**src/wrs_pkg.sv**
```systemverilog
// ----------------------------------------------------------------------------
// wrs_pkg
// types and constants shared by the weighted running statistics block
// ----------------------------------------------------------------------------
package wrs_pkg;

    localparam int FRAC_BITS  = 16;
    localparam int COUNT_BITS = 32;

    localparam logic CMD_ADD   = 1'b0;
    localparam logic CMD_CLEAR = 1'b1;

    typedef struct packed {
        logic               cmd;
        logic signed [31:0] sample;
        logic        [31:0] weight;
        logic               invalid;
    } wrs_in_t;

    typedef struct packed {
        logic signed [31:0] min_value;
        logic signed [31:0] max_value;
        logic               range_known;
        logic signed [31:0] mean_value;
        logic        [31:0] std_dev;
        logic        [47:0] weight_total;
        logic        [31:0] sample_count;
    } wrs_out_t;

    typedef enum logic [3:0] {
        ST_IDLE,
        ST_MDIV,
        ST_MUL1,
        ST_MUL2,
        ST_ACC,
        ST_VDIV,
        ST_SQRT,
        ST_OUT
    } wrs_state_t;

endpackage

```
**src/weighted_running_statistics.sv**
```systemverilog
// clear, invalid or zero-weight add beats go straight to the variance divide;
// a weighted add first runs the multiplies and the mean divide
// one beat is in flight at a time; the work is dominated by the bit-serial 128/48
// variance divide (128 steps), the 64-bit square root (32 steps) and the serial multiplies
// the next beat is taken only once the result register is empty or being read
// reset: rst_n asynchronous active low clears all statistics and the count
// ----------------------------------------------------------------------------
// weighted_running_statistics
// weighted welford mean and variance with min, max, weight total and count,
// multiplies, divides and square root done one bit per cycle
// ----------------------------------------------------------------------------
module weighted_running_statistics (
    input  logic               clk,
    input  logic               rst_n,
    input  logic               in_valid,
    output logic               in_ready,
    input  wrs_pkg::wrs_in_t   in_data,
    output logic               out_valid,
    input  logic               out_ready,
    output wrs_pkg::wrs_out_t  out_data
);

    localparam int F2 = 2 * wrs_pkg::FRAC_BITS;

    wrs_pkg::wrs_state_t state_reg, state_next;

    logic signed [31:0] least_reg, greatest_reg, mean_reg;
    logic               seen_reg;
    logic        [63:0] dev_reg;
    logic        [47:0] wsum_reg, wold_reg;
    logic [wrs_pkg::COUNT_BITS-1:0] cnt_reg;

    logic        [31:0] w_reg;
    logic               neg_reg;
    logic        [32:0] qmag_reg;
    logic        [31:0] rmag_reg;
    logic        [7:0]  step_reg;

    // shared serial multiply/divide datapath registers
    logic        [127:0] acc_reg;
    logic        [127:0] mcand_reg;
    logic        [127:0] shf_reg;
    logic        [48:0]  rem_reg;
    logic        [63:0]  quo_reg;
    logic                over_reg;
    logic        [63:0]  sq_v_reg, sq_res_reg, sq_bit_reg;

    logic out_valid_reg;
    wrs_pkg::wrs_out_t out_reg;

    logic        accept;
    logic [48:0] wsum_add;
    logic [32:0] qmag_c;
    logic signed [32:0] q_c;
    logic [48:0] rem_sh;
    logic [64:0] inc_full;
    logic [63:0] inc_c;
    logic [64:0] dev_add;

    assign accept    = in_valid && in_ready;
    assign in_ready  = (state_reg == wrs_pkg::ST_IDLE) && (!out_valid_reg || out_ready);
    assign out_valid = out_valid_reg;
    assign out_data  = out_reg;

    assign wsum_add = {1'b0, wsum_reg} + {17'd0, in_data.weight};
    assign q_c      = {in_data.sample[31], in_data.sample} - {mean_reg[31], mean_reg};
    assign qmag_c   = q_c[32] ? 33'(-q_c) : 33'(q_c);
    assign rem_sh   = {rem_reg[47:0], shf_reg[127]};

    // product in acc_reg is rmag*qmag*W (up to 112 bits)
    assign inc_full = {1'b0, acc_reg[F2 +: 64]};
    always_comb
    begin
        if (acc_reg[127:F2+64] != '0)
            inc_c = '1;
        else
            inc_c = inc_full[63:0];
    end
    assign dev_add = {1'b0, dev_reg} + {1'b0, inc_c};

    always_ff @(posedge clk or negedge rst_n)
    begin
        if (!rst_n)
            state_reg <= wrs_pkg::ST_IDLE;
        else
            state_reg <= state_next;
    end

    always_comb
    begin
        state_next = state_reg;
        unique case (state_reg)
            wrs_pkg::ST_IDLE:
                if (accept)
                begin
                    if (in_data.cmd == wrs_pkg::CMD_ADD && !in_data.invalid
                        && in_data.weight != '0)
                        state_next = wrs_pkg::ST_MUL1;
                    else
                        state_next = wrs_pkg::ST_VDIV;
                end
            wrs_pkg::ST_MUL1: if (step_reg == 8'd32) state_next = wrs_pkg::ST_MDIV;
            wrs_pkg::ST_MDIV: if (step_reg == 8'd65) state_next = wrs_pkg::ST_MUL2;
            wrs_pkg::ST_MUL2: if (step_reg == 8'd81) state_next = wrs_pkg::ST_ACC;
            wrs_pkg::ST_ACC:  state_next = wrs_pkg::ST_VDIV;
            wrs_pkg::ST_VDIV: if (step_reg == 8'd129) state_next = wrs_pkg::ST_SQRT;
            wrs_pkg::ST_SQRT: if (step_reg == 8'd33) state_next = wrs_pkg::ST_OUT;
            wrs_pkg::ST_OUT:  state_next = wrs_pkg::ST_IDLE;
            default:          state_next = wrs_pkg::ST_IDLE;
        endcase
    end

    // control and statistics state
    always_ff @(posedge clk or negedge rst_n)
    begin
        if (!rst_n)
        begin
            least_reg     <= '0;
            greatest_reg  <= '0;
            seen_reg      <= 1'b0;
            mean_reg      <= '0;
            dev_reg       <= '0;
            wsum_reg      <= '0;
            cnt_reg       <= '0;
            step_reg      <= '0;
            out_valid_reg <= 1'b0;
        end
        else
        begin
            if (out_valid_reg && out_ready)
                out_valid_reg <= 1'b0;
            unique case (state_reg)
                wrs_pkg::ST_IDLE:
                begin
                    step_reg <= '0;
                    if (accept)
                    begin
                        if (in_data.cmd == wrs_pkg::CMD_CLEAR)
                        begin
                            least_reg    <= '0;
                            greatest_reg <= '0;
                            seen_reg     <= 1'b0;
                            mean_reg     <= '0;
                            dev_reg      <= '0;
                            wsum_reg     <= '0;
                        end
                        else
                        begin
                            if (cnt_reg != '1)
                                cnt_reg <= cnt_reg + 1'b1;
                            if (!in_data.invalid)
                            begin
                                if (!seen_reg || in_data.sample < least_reg)
                                    least_reg <= in_data.sample;
                                if (!seen_reg || in_data.sample > greatest_reg)
                                    greatest_reg <= in_data.sample;
                                seen_reg <= 1'b1;
                                if (in_data.weight != '0)
                                    wsum_reg <= wsum_add[48] ? '1 : wsum_add[47:0];
                            end
                        end
                    end
                end
                wrs_pkg::ST_MUL1:
                    step_reg <= (step_reg == 8'd32) ? 8'd0 : step_reg + 1'b1;
                wrs_pkg::ST_MDIV:
                begin
                    step_reg <= (step_reg == 8'd65) ? 8'd0 : step_reg + 1'b1;
                    if (step_reg == 8'd65)
                        mean_reg <= neg_reg ? mean_reg - rmag_reg : mean_reg + rmag_reg;
                end
                wrs_pkg::ST_MUL2:
                    step_reg <= (step_reg == 8'd81) ? 8'd0 : step_reg + 1'b1;
                wrs_pkg::ST_ACC:
                    dev_reg <= dev_add[64] ? '1 : dev_add[63:0];
                wrs_pkg::ST_VDIV:
                    step_reg <= (step_reg == 8'd129) ? 8'd0 : step_reg + 1'b1;
                wrs_pkg::ST_SQRT:
                    step_reg <= (step_reg == 8'd33) ? 8'd0 : step_reg + 1'b1;
                wrs_pkg::ST_OUT:
                    out_valid_reg <= 1'b1;
                default: ;
            endcase
        end
    end

    // serial datapath
    always_ff @(posedge clk)
    begin
        unique case (state_reg)
            wrs_pkg::ST_IDLE:
                if (accept)
                begin
                    w_reg     <= in_data.weight;
                    neg_reg   <= q_c[32];
                    qmag_reg  <= qmag_c;
                    wold_reg  <= wsum_reg;
                    acc_reg   <= '0;
                    mcand_reg <= {95'd0, qmag_c};
                    shf_reg   <= {96'd0, in_data.weight};
                end
            wrs_pkg::ST_MUL1:
            begin
                // qmag * w, one multiplier bit per cycle
                if (step_reg < 8'd32)
                begin
                    if (shf_reg[0])
                        acc_reg <= acc_reg + mcand_reg;
                    mcand_reg <= {mcand_reg[126:0], 1'b0};
                    shf_reg   <= {1'b0, shf_reg[127:1]};
                end
                else
                begin
                    shf_reg <= {acc_reg[63:0], 64'd0};
                    rem_reg <= '0;
                    quo_reg <= '0;
                end
            end
            wrs_pkg::ST_MDIV:
            begin
                // (qmag*w) / S, restoring, one bit per cycle
                if (step_reg < 8'd64)
                begin
                    shf_reg <= {shf_reg[126:0], 1'b0};
                    if (rem_sh >= {1'b0, wsum_reg})
                    begin
                        rem_reg <= rem_sh - {1'b0, wsum_reg};
                        quo_reg <= {quo_reg[62:0], 1'b1};
                    end
                    else
                    begin
                        rem_reg <= rem_sh;
                        quo_reg <= {quo_reg[62:0], 1'b0};
                    end
                end
                else if (step_reg == 8'd64)
                begin
                    rmag_reg <= quo_reg[31:0];
                end
                else
                begin
                    // seed second multiply: rmag * qmag
                    acc_reg   <= '0;
                    mcand_reg <= {95'd0, qmag_reg};
                    shf_reg   <= {96'd0, rmag_reg};
                end
            end
            wrs_pkg::ST_MUL2:
            begin
                // first build rmag*qmag, then multiply it by W (the old weight sum)
                if (step_reg < 8'd32 || (step_reg > 8'd32 && step_reg <= 8'd80))
                begin
                    if (shf_reg[0])
                        acc_reg <= acc_reg + mcand_reg;
                    mcand_reg <= {mcand_reg[126:0], 1'b0};
                    shf_reg   <= {1'b0, shf_reg[127:1]};
                end
                else if (step_reg == 8'd32)
                begin
                    acc_reg   <= '0;
                    mcand_reg <= {64'd0, acc_reg[63:0]};
                    shf_reg   <= {80'd0, wold_reg};
                end
            end
            wrs_pkg::ST_ACC:
            begin
                acc_reg <= acc_reg;
            end
            wrs_pkg::ST_VDIV:
            begin
                // v = dev * 2^F2 / wsum, 128 steps, quotient saturates
                if (step_reg == 8'd0)
                begin
                    shf_reg  <= {64'd0, dev_reg} << F2;
                    rem_reg  <= '0;
                    quo_reg  <= '0;
                    over_reg <= 1'b0;
                end
                else if (step_reg <= 8'd128)
                begin
                    shf_reg <= {shf_reg[126:0], 1'b0};
                    if (rem_sh >= {1'b0, wsum_reg})
                    begin
                        rem_reg <= rem_sh - {1'b0, wsum_reg};
                        if (step_reg <= 8'd64)
                            over_reg <= 1'b1;
                        quo_reg <= {quo_reg[62:0], 1'b1};
                    end
                    else
                    begin
                        rem_reg <= rem_sh;
                        quo_reg <= {quo_reg[62:0], 1'b0};
                    end
                end
                else
                begin
                    sq_v_reg   <= (wsum_reg == '0) ? 64'd0 : (over_reg ? '1 : quo_reg);
                    sq_res_reg <= '0;
                    sq_bit_reg <= 64'h4000_0000_0000_0000;
                end
            end
            wrs_pkg::ST_SQRT:
            begin
                if (step_reg < 8'd32)
                begin
                    if (sq_v_reg >= sq_res_reg + sq_bit_reg)
                    begin
                        sq_v_reg   <= sq_v_reg - (sq_res_reg + sq_bit_reg);
                        sq_res_reg <= (sq_res_reg >> 1) + sq_bit_reg;
                    end
                    else
                        sq_res_reg <= sq_res_reg >> 1;
                    sq_bit_reg <= sq_bit_reg >> 2;
                end
            end
            wrs_pkg::ST_OUT:
            begin
                out_reg.min_value    <= least_reg;
                out_reg.max_value    <= greatest_reg;
                out_reg.range_known  <= seen_reg;
                out_reg.mean_value   <= mean_reg;
                out_reg.std_dev      <= sq_res_reg[31:0];
                out_reg.weight_total <= wsum_reg;
                out_reg.sample_count <= (cnt_reg > 32'hFFFF_FFFF) ? 32'hFFFF_FFFF
                                        : 32'(cnt_reg);
            end
            default: ;
        endcase
    end

endmodule

```
**config.mk**
```make
export PLATFORM = sky130hd
export DESIGN_NAME = weighted_running_statistics
export DESIGN_NICKNAME = d
export VERILOG_FILES = /design/src/wrs_pkg.sv /design/src/weighted_running_statistics.sv
export SDC_FILE = /design/constraint.sdc
export NUM_CORES = 2
export LEC_CHECK = 0
export BUFFER_PORTS_ARGS = -buffer_cell sky130_fd_sc_hd__buf_2
export CELL_PAD_IN_SITES_DETAIL_PLACEMENT = 1
export CELL_PAD_IN_SITES_GLOBAL_PLACEMENT = 1
export CORE_MARGIN = 2
export CORE_UTILIZATION = 45
export CTS_BUF_LIST = sky130_fd_sc_hd__clkbuf_16
export DETAILED_ROUTE_END_ITERATION = 10
export PLACE_DENSITY_LB_ADDON = 0.08
export SETUP_SLACK_MARGIN = 0.4
export SLEW_MARGIN = 40
export SYNTH_ARGS = -nofsm -noshare
export SYNTH_HDL_FRONTEND = slang
export SYNTH_SLANG_ARGS = --single-unit
```
**constraint.sdc**
```tcl
create_clock -name clk -period 104.7 [get_ports clk]
set_clock_uncertainty 0.05 [all_clocks]
set_input_delay 5.235 -clock clk [delete_from_list [all_inputs] [get_ports clk]]
set_output_delay 5.235 -clock clk [all_outputs]
set_load 0.02 [all_outputs]
```
# After elaboration in Yosys (flattened, before gate mapping)
# Index checks and enable logic that the tools add are counted.
op_classes:
  order_cmp: 11
  eq_ne: 34
  add_sub_neg: 13
  bitwise_logic: 2
  muxes: 94
  reduce_logical: 48
ops:
  columns: ["cell", "count"]
  rows:
  - ["$mux 128", 21]
  - ["$mux 64", 21]
  - ["$pmux 128 s4", 2]
  - ["$pmux 128 s5", 1]
  - ["$pmux 64 s2", 4]
  - ["$mux 48", 9]
  - ["$mux 32", 10]
  - ["$pmux 64 s3", 1]
  - ["$pmux 48 s3", 1]
  - ["$add 128x128->128", 1]
  - ["$add 64x64->65", 1]
  - ["$add 63x64->64", 1]
  - ["$add 64x64->64", 1]
  - ["$ge 64x64->1", 1]
  - ["$pmux 32 s2", 1]
  - ["$reduce_bool 32->1", 2]
  - ["$sub 64x64->64", 1]
  - ["$add 48x32->49", 1]
  - ["$ge 49x48->1", 1]
  - ["$logic_not 48->1", 1]
  - ["$pmux 8 s6", 1]
  - ["$sub 48x48->48", 1]
  - ["$mux 8", 5]
  - ["$mux 33", 1]
  - ["other kinds (44)", 112]
totals:
  regBits: 1266
  output_inout_bits: 211
  in_bits: 70
  wordCells: 232

# Logic depth before layout (Yosys ltp)
logic_depth:
  word_depth: 6
  ltp_mapped: 29
  depth_no_buf: 27

# Worst setup path after synthesis
# Ideal clock, no wire load.
synth_timing:
  path_kind: "input-to-reg"
  from: "input port out_ready"
  to: "register acc_reg[0] (enable)"
  setup_ps: 2230
  t_required_ps: 102420
  t_arrival_ps: 47285
  cell_stages: 9
  n_path_buf: 0
  slack_ps: 55135
  path_cell_list: "nor2b_1 nor3_2 nand2_1 inv_1 nor2_1 a31oi_1 o31a_1 inv_1 a2111oi_0"
synth_between:
  elab_chain_len: 5
synth_lines:
  columns: ["element", "line", "text"]
  rows:
  - ["start: declaration", "weighted_running_statistics.sv:19", "input logic out_ready,"]
  - ["$logic_or 1x1->1", "weighted_running_statistics.sv:61", "assign in_ready = (state_reg == wrs_pkg::ST_IDLE) && (!out_valid_reg || out_ready);"]
  - ["$logic_and 1x1->1", "weighted_running_statistics.sv:61", null]
  - ["net in_ready", "weighted_running_statistics.sv:16", "output logic in_ready,"]
  - ["$logic_and 1x1->1", "weighted_running_statistics.sv:60", "assign accept = in_valid && in_ready;"]
  - ["$ne 2x2->1 (no line)", null, null]
  - ["$reduce_and 6->1 (no line)", null, null]
  - ["end signal: assignment", "weighted_running_statistics.sv:208", "acc_reg <= acc_reg + mcand_reg;"]
  - ["end signal: assignment", "weighted_running_statistics.sv:254", "acc_reg <= acc_reg + mcand_reg;"]
  - ["end signal: assignment", "weighted_running_statistics.sv:267", "acc_reg <= acc_reg;"]
  - ["end: declaration", "weighted_running_statistics.sv:40", "logic [127:0] acc_reg;"]
# The timed path passes the listed nets, and every way through them passes these cells.
# A chain may end at the register's enable or synchronous reset.

# Final worst setup path
layout_timing:
  from: "input port out_ready"
  to: "output port in_ready"
layout_between:
  elab_chain_len: 2
layout_lines:
  columns: ["element", "line"]
  rows:
  - ["$logic_or 1x1->1", "weighted_running_statistics.sv:61"]
  - ["$logic_and 1x1->1", "weighted_running_statistics.sv:61"]
  - ["end: declaration", "weighted_running_statistics.sv:16"]
# No other way between the ends.

==> metrics.md <==
| Metric | Value |
|---|---|
| Status | `complete, no violations` |
| Vias in the first global route | `67.4k` |
| Worst-Margin Slew | `1.01 ns` |
| Die area | `180000 um2` |
| Fillers | `19.6k` |
| Avg Cell Area, Syn | `9.78 um2` |
| Maximum number of pins on one net before global-route repair | `145` |
| DR vias | `65.7k` |
| Final ANT Viol Nets | `0` |
| Min-Delay Path Class | `flop to flop` |
| Hold_buf cts | `0` |
| Cell area after placement | `83100 um2` |
| Total track usage | `30.0%` |
| CTS max path bufs | `3` |
| Total gr overflow | `0` |
| CTS buffer count | `150` |
| Worst hold path depth | `0` |
| Power Dens Cells | `33.2 nW/um2` |
| Main synth FF type | `edfxtp_1` |
| Most frequent cells in the layout | `980 x edfxtp_1, 792 x nand2_1, 667 x nor2_1` |
| CTS Sinks | `1233` |
| # port buffers | `280` |
| CP Cell Sequence | `buf_2, nor2b_1, nor3_2, buf_2` |
| Syn nets | `8721` |
| Synthesis-stage register bit count | `1233` |
| Post-synth EDFFs | `980` |
| CP startpoint kind | `input pin` |
| Core outline area | `176000 um2` |
| CTS clock-pin slew for the worst setup and hold paths | `0.06 ns` |
| Setup violators final | `0` |
| Syn Std Cell Area | `79300 um2` |
| Row count | `154` |
| Min Tclk post-route | `11.05 ns` |
| Synth warn | `0` |
| WS Path Type | `input pin to primary output` |
| Final instance area | `88000 um2` |
| Max H-tree Level | `4` |
| Worst Hold Launch | `greatest_reg[7]` |
| Final Hold Viols | `0` |
| Crit Reg-Reg Endpoint | `sq_res_reg[23]` |
| DRT Wirelength | `275000 um` |
| Max reg flops | `209` |
| Yosys top cell by area | `edfxtp_1` |
| CTS tree | `yes` |
| Crit share post-route | `10.5%` |
| Worst setup margin | `93.65 ns` |
| Total power | `2920 uW` |
| Global-route wire length before repair | `419000 um` |
| Avg WL per Cell | `25.7 um` |
| Area occupied by registers | `35800 um2` |
| Most common cell after layout, fill and taps aside | `edfxtp_1` |
| Async SR Flop Fraction | `20.5%` |
| Hold EP | `out_data[152]` |
| Worst skew pair latency | `0.82 ns` |
| Slew headroom | `32.5%` |
| Drt first pass iters | `7` |
| RSZ-0062 raised after global routing | `no` |
| Routability cong. | `0.935` |
| Share of the synthesized area in the top cell type | `37.1%` |
| Ratio of cells with drive above 1 in the final layout | `8.55%` |
| Area Overhead vs Synth | `11.0%` |
| Vias per std cell | `6.15` |
| Setup bufs post-CTS | `0` |
| Starting Density | `45.1%` |
| Max Slew Vio Count | `0` |
| Final Core Density | `50.1%` |
| R2R Setup Slk | `96.82 ns` |
| Maximum clock frequency | `90.5 MHz` |
| Bufs and invs on worst path | `2` |
| CP endpoint kind | `primary output` |
| CP max stage cell | `buf_2` |
| CP max stage delay | `0.20 ns` |
| Leak pwr | `0.0347 uW` |
| Delay-heaviest family, CP | `buffers and inverters` |
| Crit path arrival time | `5.76 ns` |
| Place WS | `93.66 ns` |
| Worst-path fanout max | `3` |
| Max cap viols | `0` |
| Critical path required time | `99.42 ns` |
| Sequential fraction of the synthesis area | `45.1%` |
| Initial antenna violation count | `8` |
| Area occupied by multi-input gates | `41100 um2` |
| Chip Height | `424 um` |
| Synth Instances | `8111` |
| Distinct cells, synth | `105` |
| Clock root cell | `clkbuf_16` |
| Max rail drop VDD | `0.0244 mV` |
| DR iter-0 viols | `4821` |
| FF-to-FF Start | `sq_res_reg[18]` |
| CP dominant cell by count | `buf_2` |
| DRC | `0` |
| Main area contributors after synthesis | `edfxtp_1 37%, ha_1 8.4%, dfrtp_1 8.0%` |
| I/O pins | `281` |
| Post_cts resized | `0` |
| Setup TNS | `0 ns` |
| Placed wire-length estimate | `206000 um` |
| Die width | `424 um` |
| Nets | `8830` |
| R2R depth | `25` |
[metal layers]
layer  share of wire [%]  global-route usage, %  up-vias
li1                    -                      -    30500
met1                  43                   39.1    33400
met2                  49                   51.6     1480
met3                 3.7                   2.97      406
met4                 3.9                   10.8        2
met5              0.0047                      0        -
[worst register-to-register path: stages (launching register included)]
cell and delay, ns:
edfxtp_1 0.54, ha_1 0.50, nand3_1 0.13, a211oi_1 0.43, a211oi_1 0.17, o31ai_2 0.38
a31oi_1 0.26, o41ai_2 0.68, a21oi_1 0.29, o41ai_2 0.59, a31oi_1 0.17, xor2_1 0.17
ha_1 0.42, a21o_1 0.16, a21o_1 0.12, a21oi_1 0.07, nor2b_1 0.15, o21ai_0 0.10
nand2b_1 0.09, a21oi_1 0.15, o2bb2ai_1 0.22, a31oi_4 0.54, buf_4 0.67, o21ai_0 0.30
xor2_1 0.18, nor2_1 0.05
[power breakdown]
| group | internal [uW] | leakage [uW] | switching (uW) | total [uW] |
|---|---|---|---|---|
| sequential | 750 | 0.0124 | 139 | 889 |
| combinational | 554 | 0.0198 | 961 | 1520 |
| clock | 291 | 0.00251 | 224 | 515 |
| total | 1590 | 0.0347 | 1320 | 2920 |
[synth_stat cells, drive strengths merged, types with 58 or more instances]
cell type	n
nor4	58
o22ai	71
mux2i	97
xnor2	314
a21o	231
nor2	680
nor2b	85
or3	108
a21oi	599
a31oi	119
a22o	102
and2	193
nor3	124
a211oi	79
o21bai	81
edfxtp	980
clkbuf	360
nand3	117
ha	533
and3	69
a221oi	75
nand2b	66
xor2	246
inv	330
nand2	793
a222oi	96
o21ai	553
nand4	166
dfrtp	253
[how the worst max path moves through the flow]
stage                    from          to  slack [ns]  cells after the start
floorplan           out_ready  acc_reg[0]       55.13                      9
global placement    out_ready    in_ready       93.63                      4
detailed placement  out_ready    in_ready       93.66                      4
CTS                 out_ready    in_ready       93.66                      4
global route        out_ready    in_ready       93.55                      4
finish              out_ready    in_ready       93.65                      4
[cell type report]
type	count	area share, %
Antenna cell	3	0.00853
Clock buffer	151	4.29
Timing Repair Buffer	362	2.54
Tap cell	2340	3.33
Inverter	330	1.41
Clock inverter	127	1.14
Multi-Input combinational cell	6143	46.6
Sequential cell	1233	40.6
[cells by family (layout without fill, tap and decap cells)]
family	after synthesis	after routing	share of synthesized area, %
DFF	1233	1233	45.1
and+or+nand+nor	2542	2542	15.2
buffers and inverters	735	970	3.52
adders and majority gates	540	540	8.58
muxes	102	102	1.30
xor gates and xnor gates	560	560	6.18
AOI/OAI and AO/OA	2399	2399	20.1
other	0	3	0
[stage by stage]
step	hold slack (ns)	cells
floorplan	0.383	8111
global placement	0.403	10400
detailed placement	0.414	10400
CTS	0.426	10700
global route	0.436	10700
finish	0.427	10700
No activity file was read; power rests on OpenSTA's default activity.
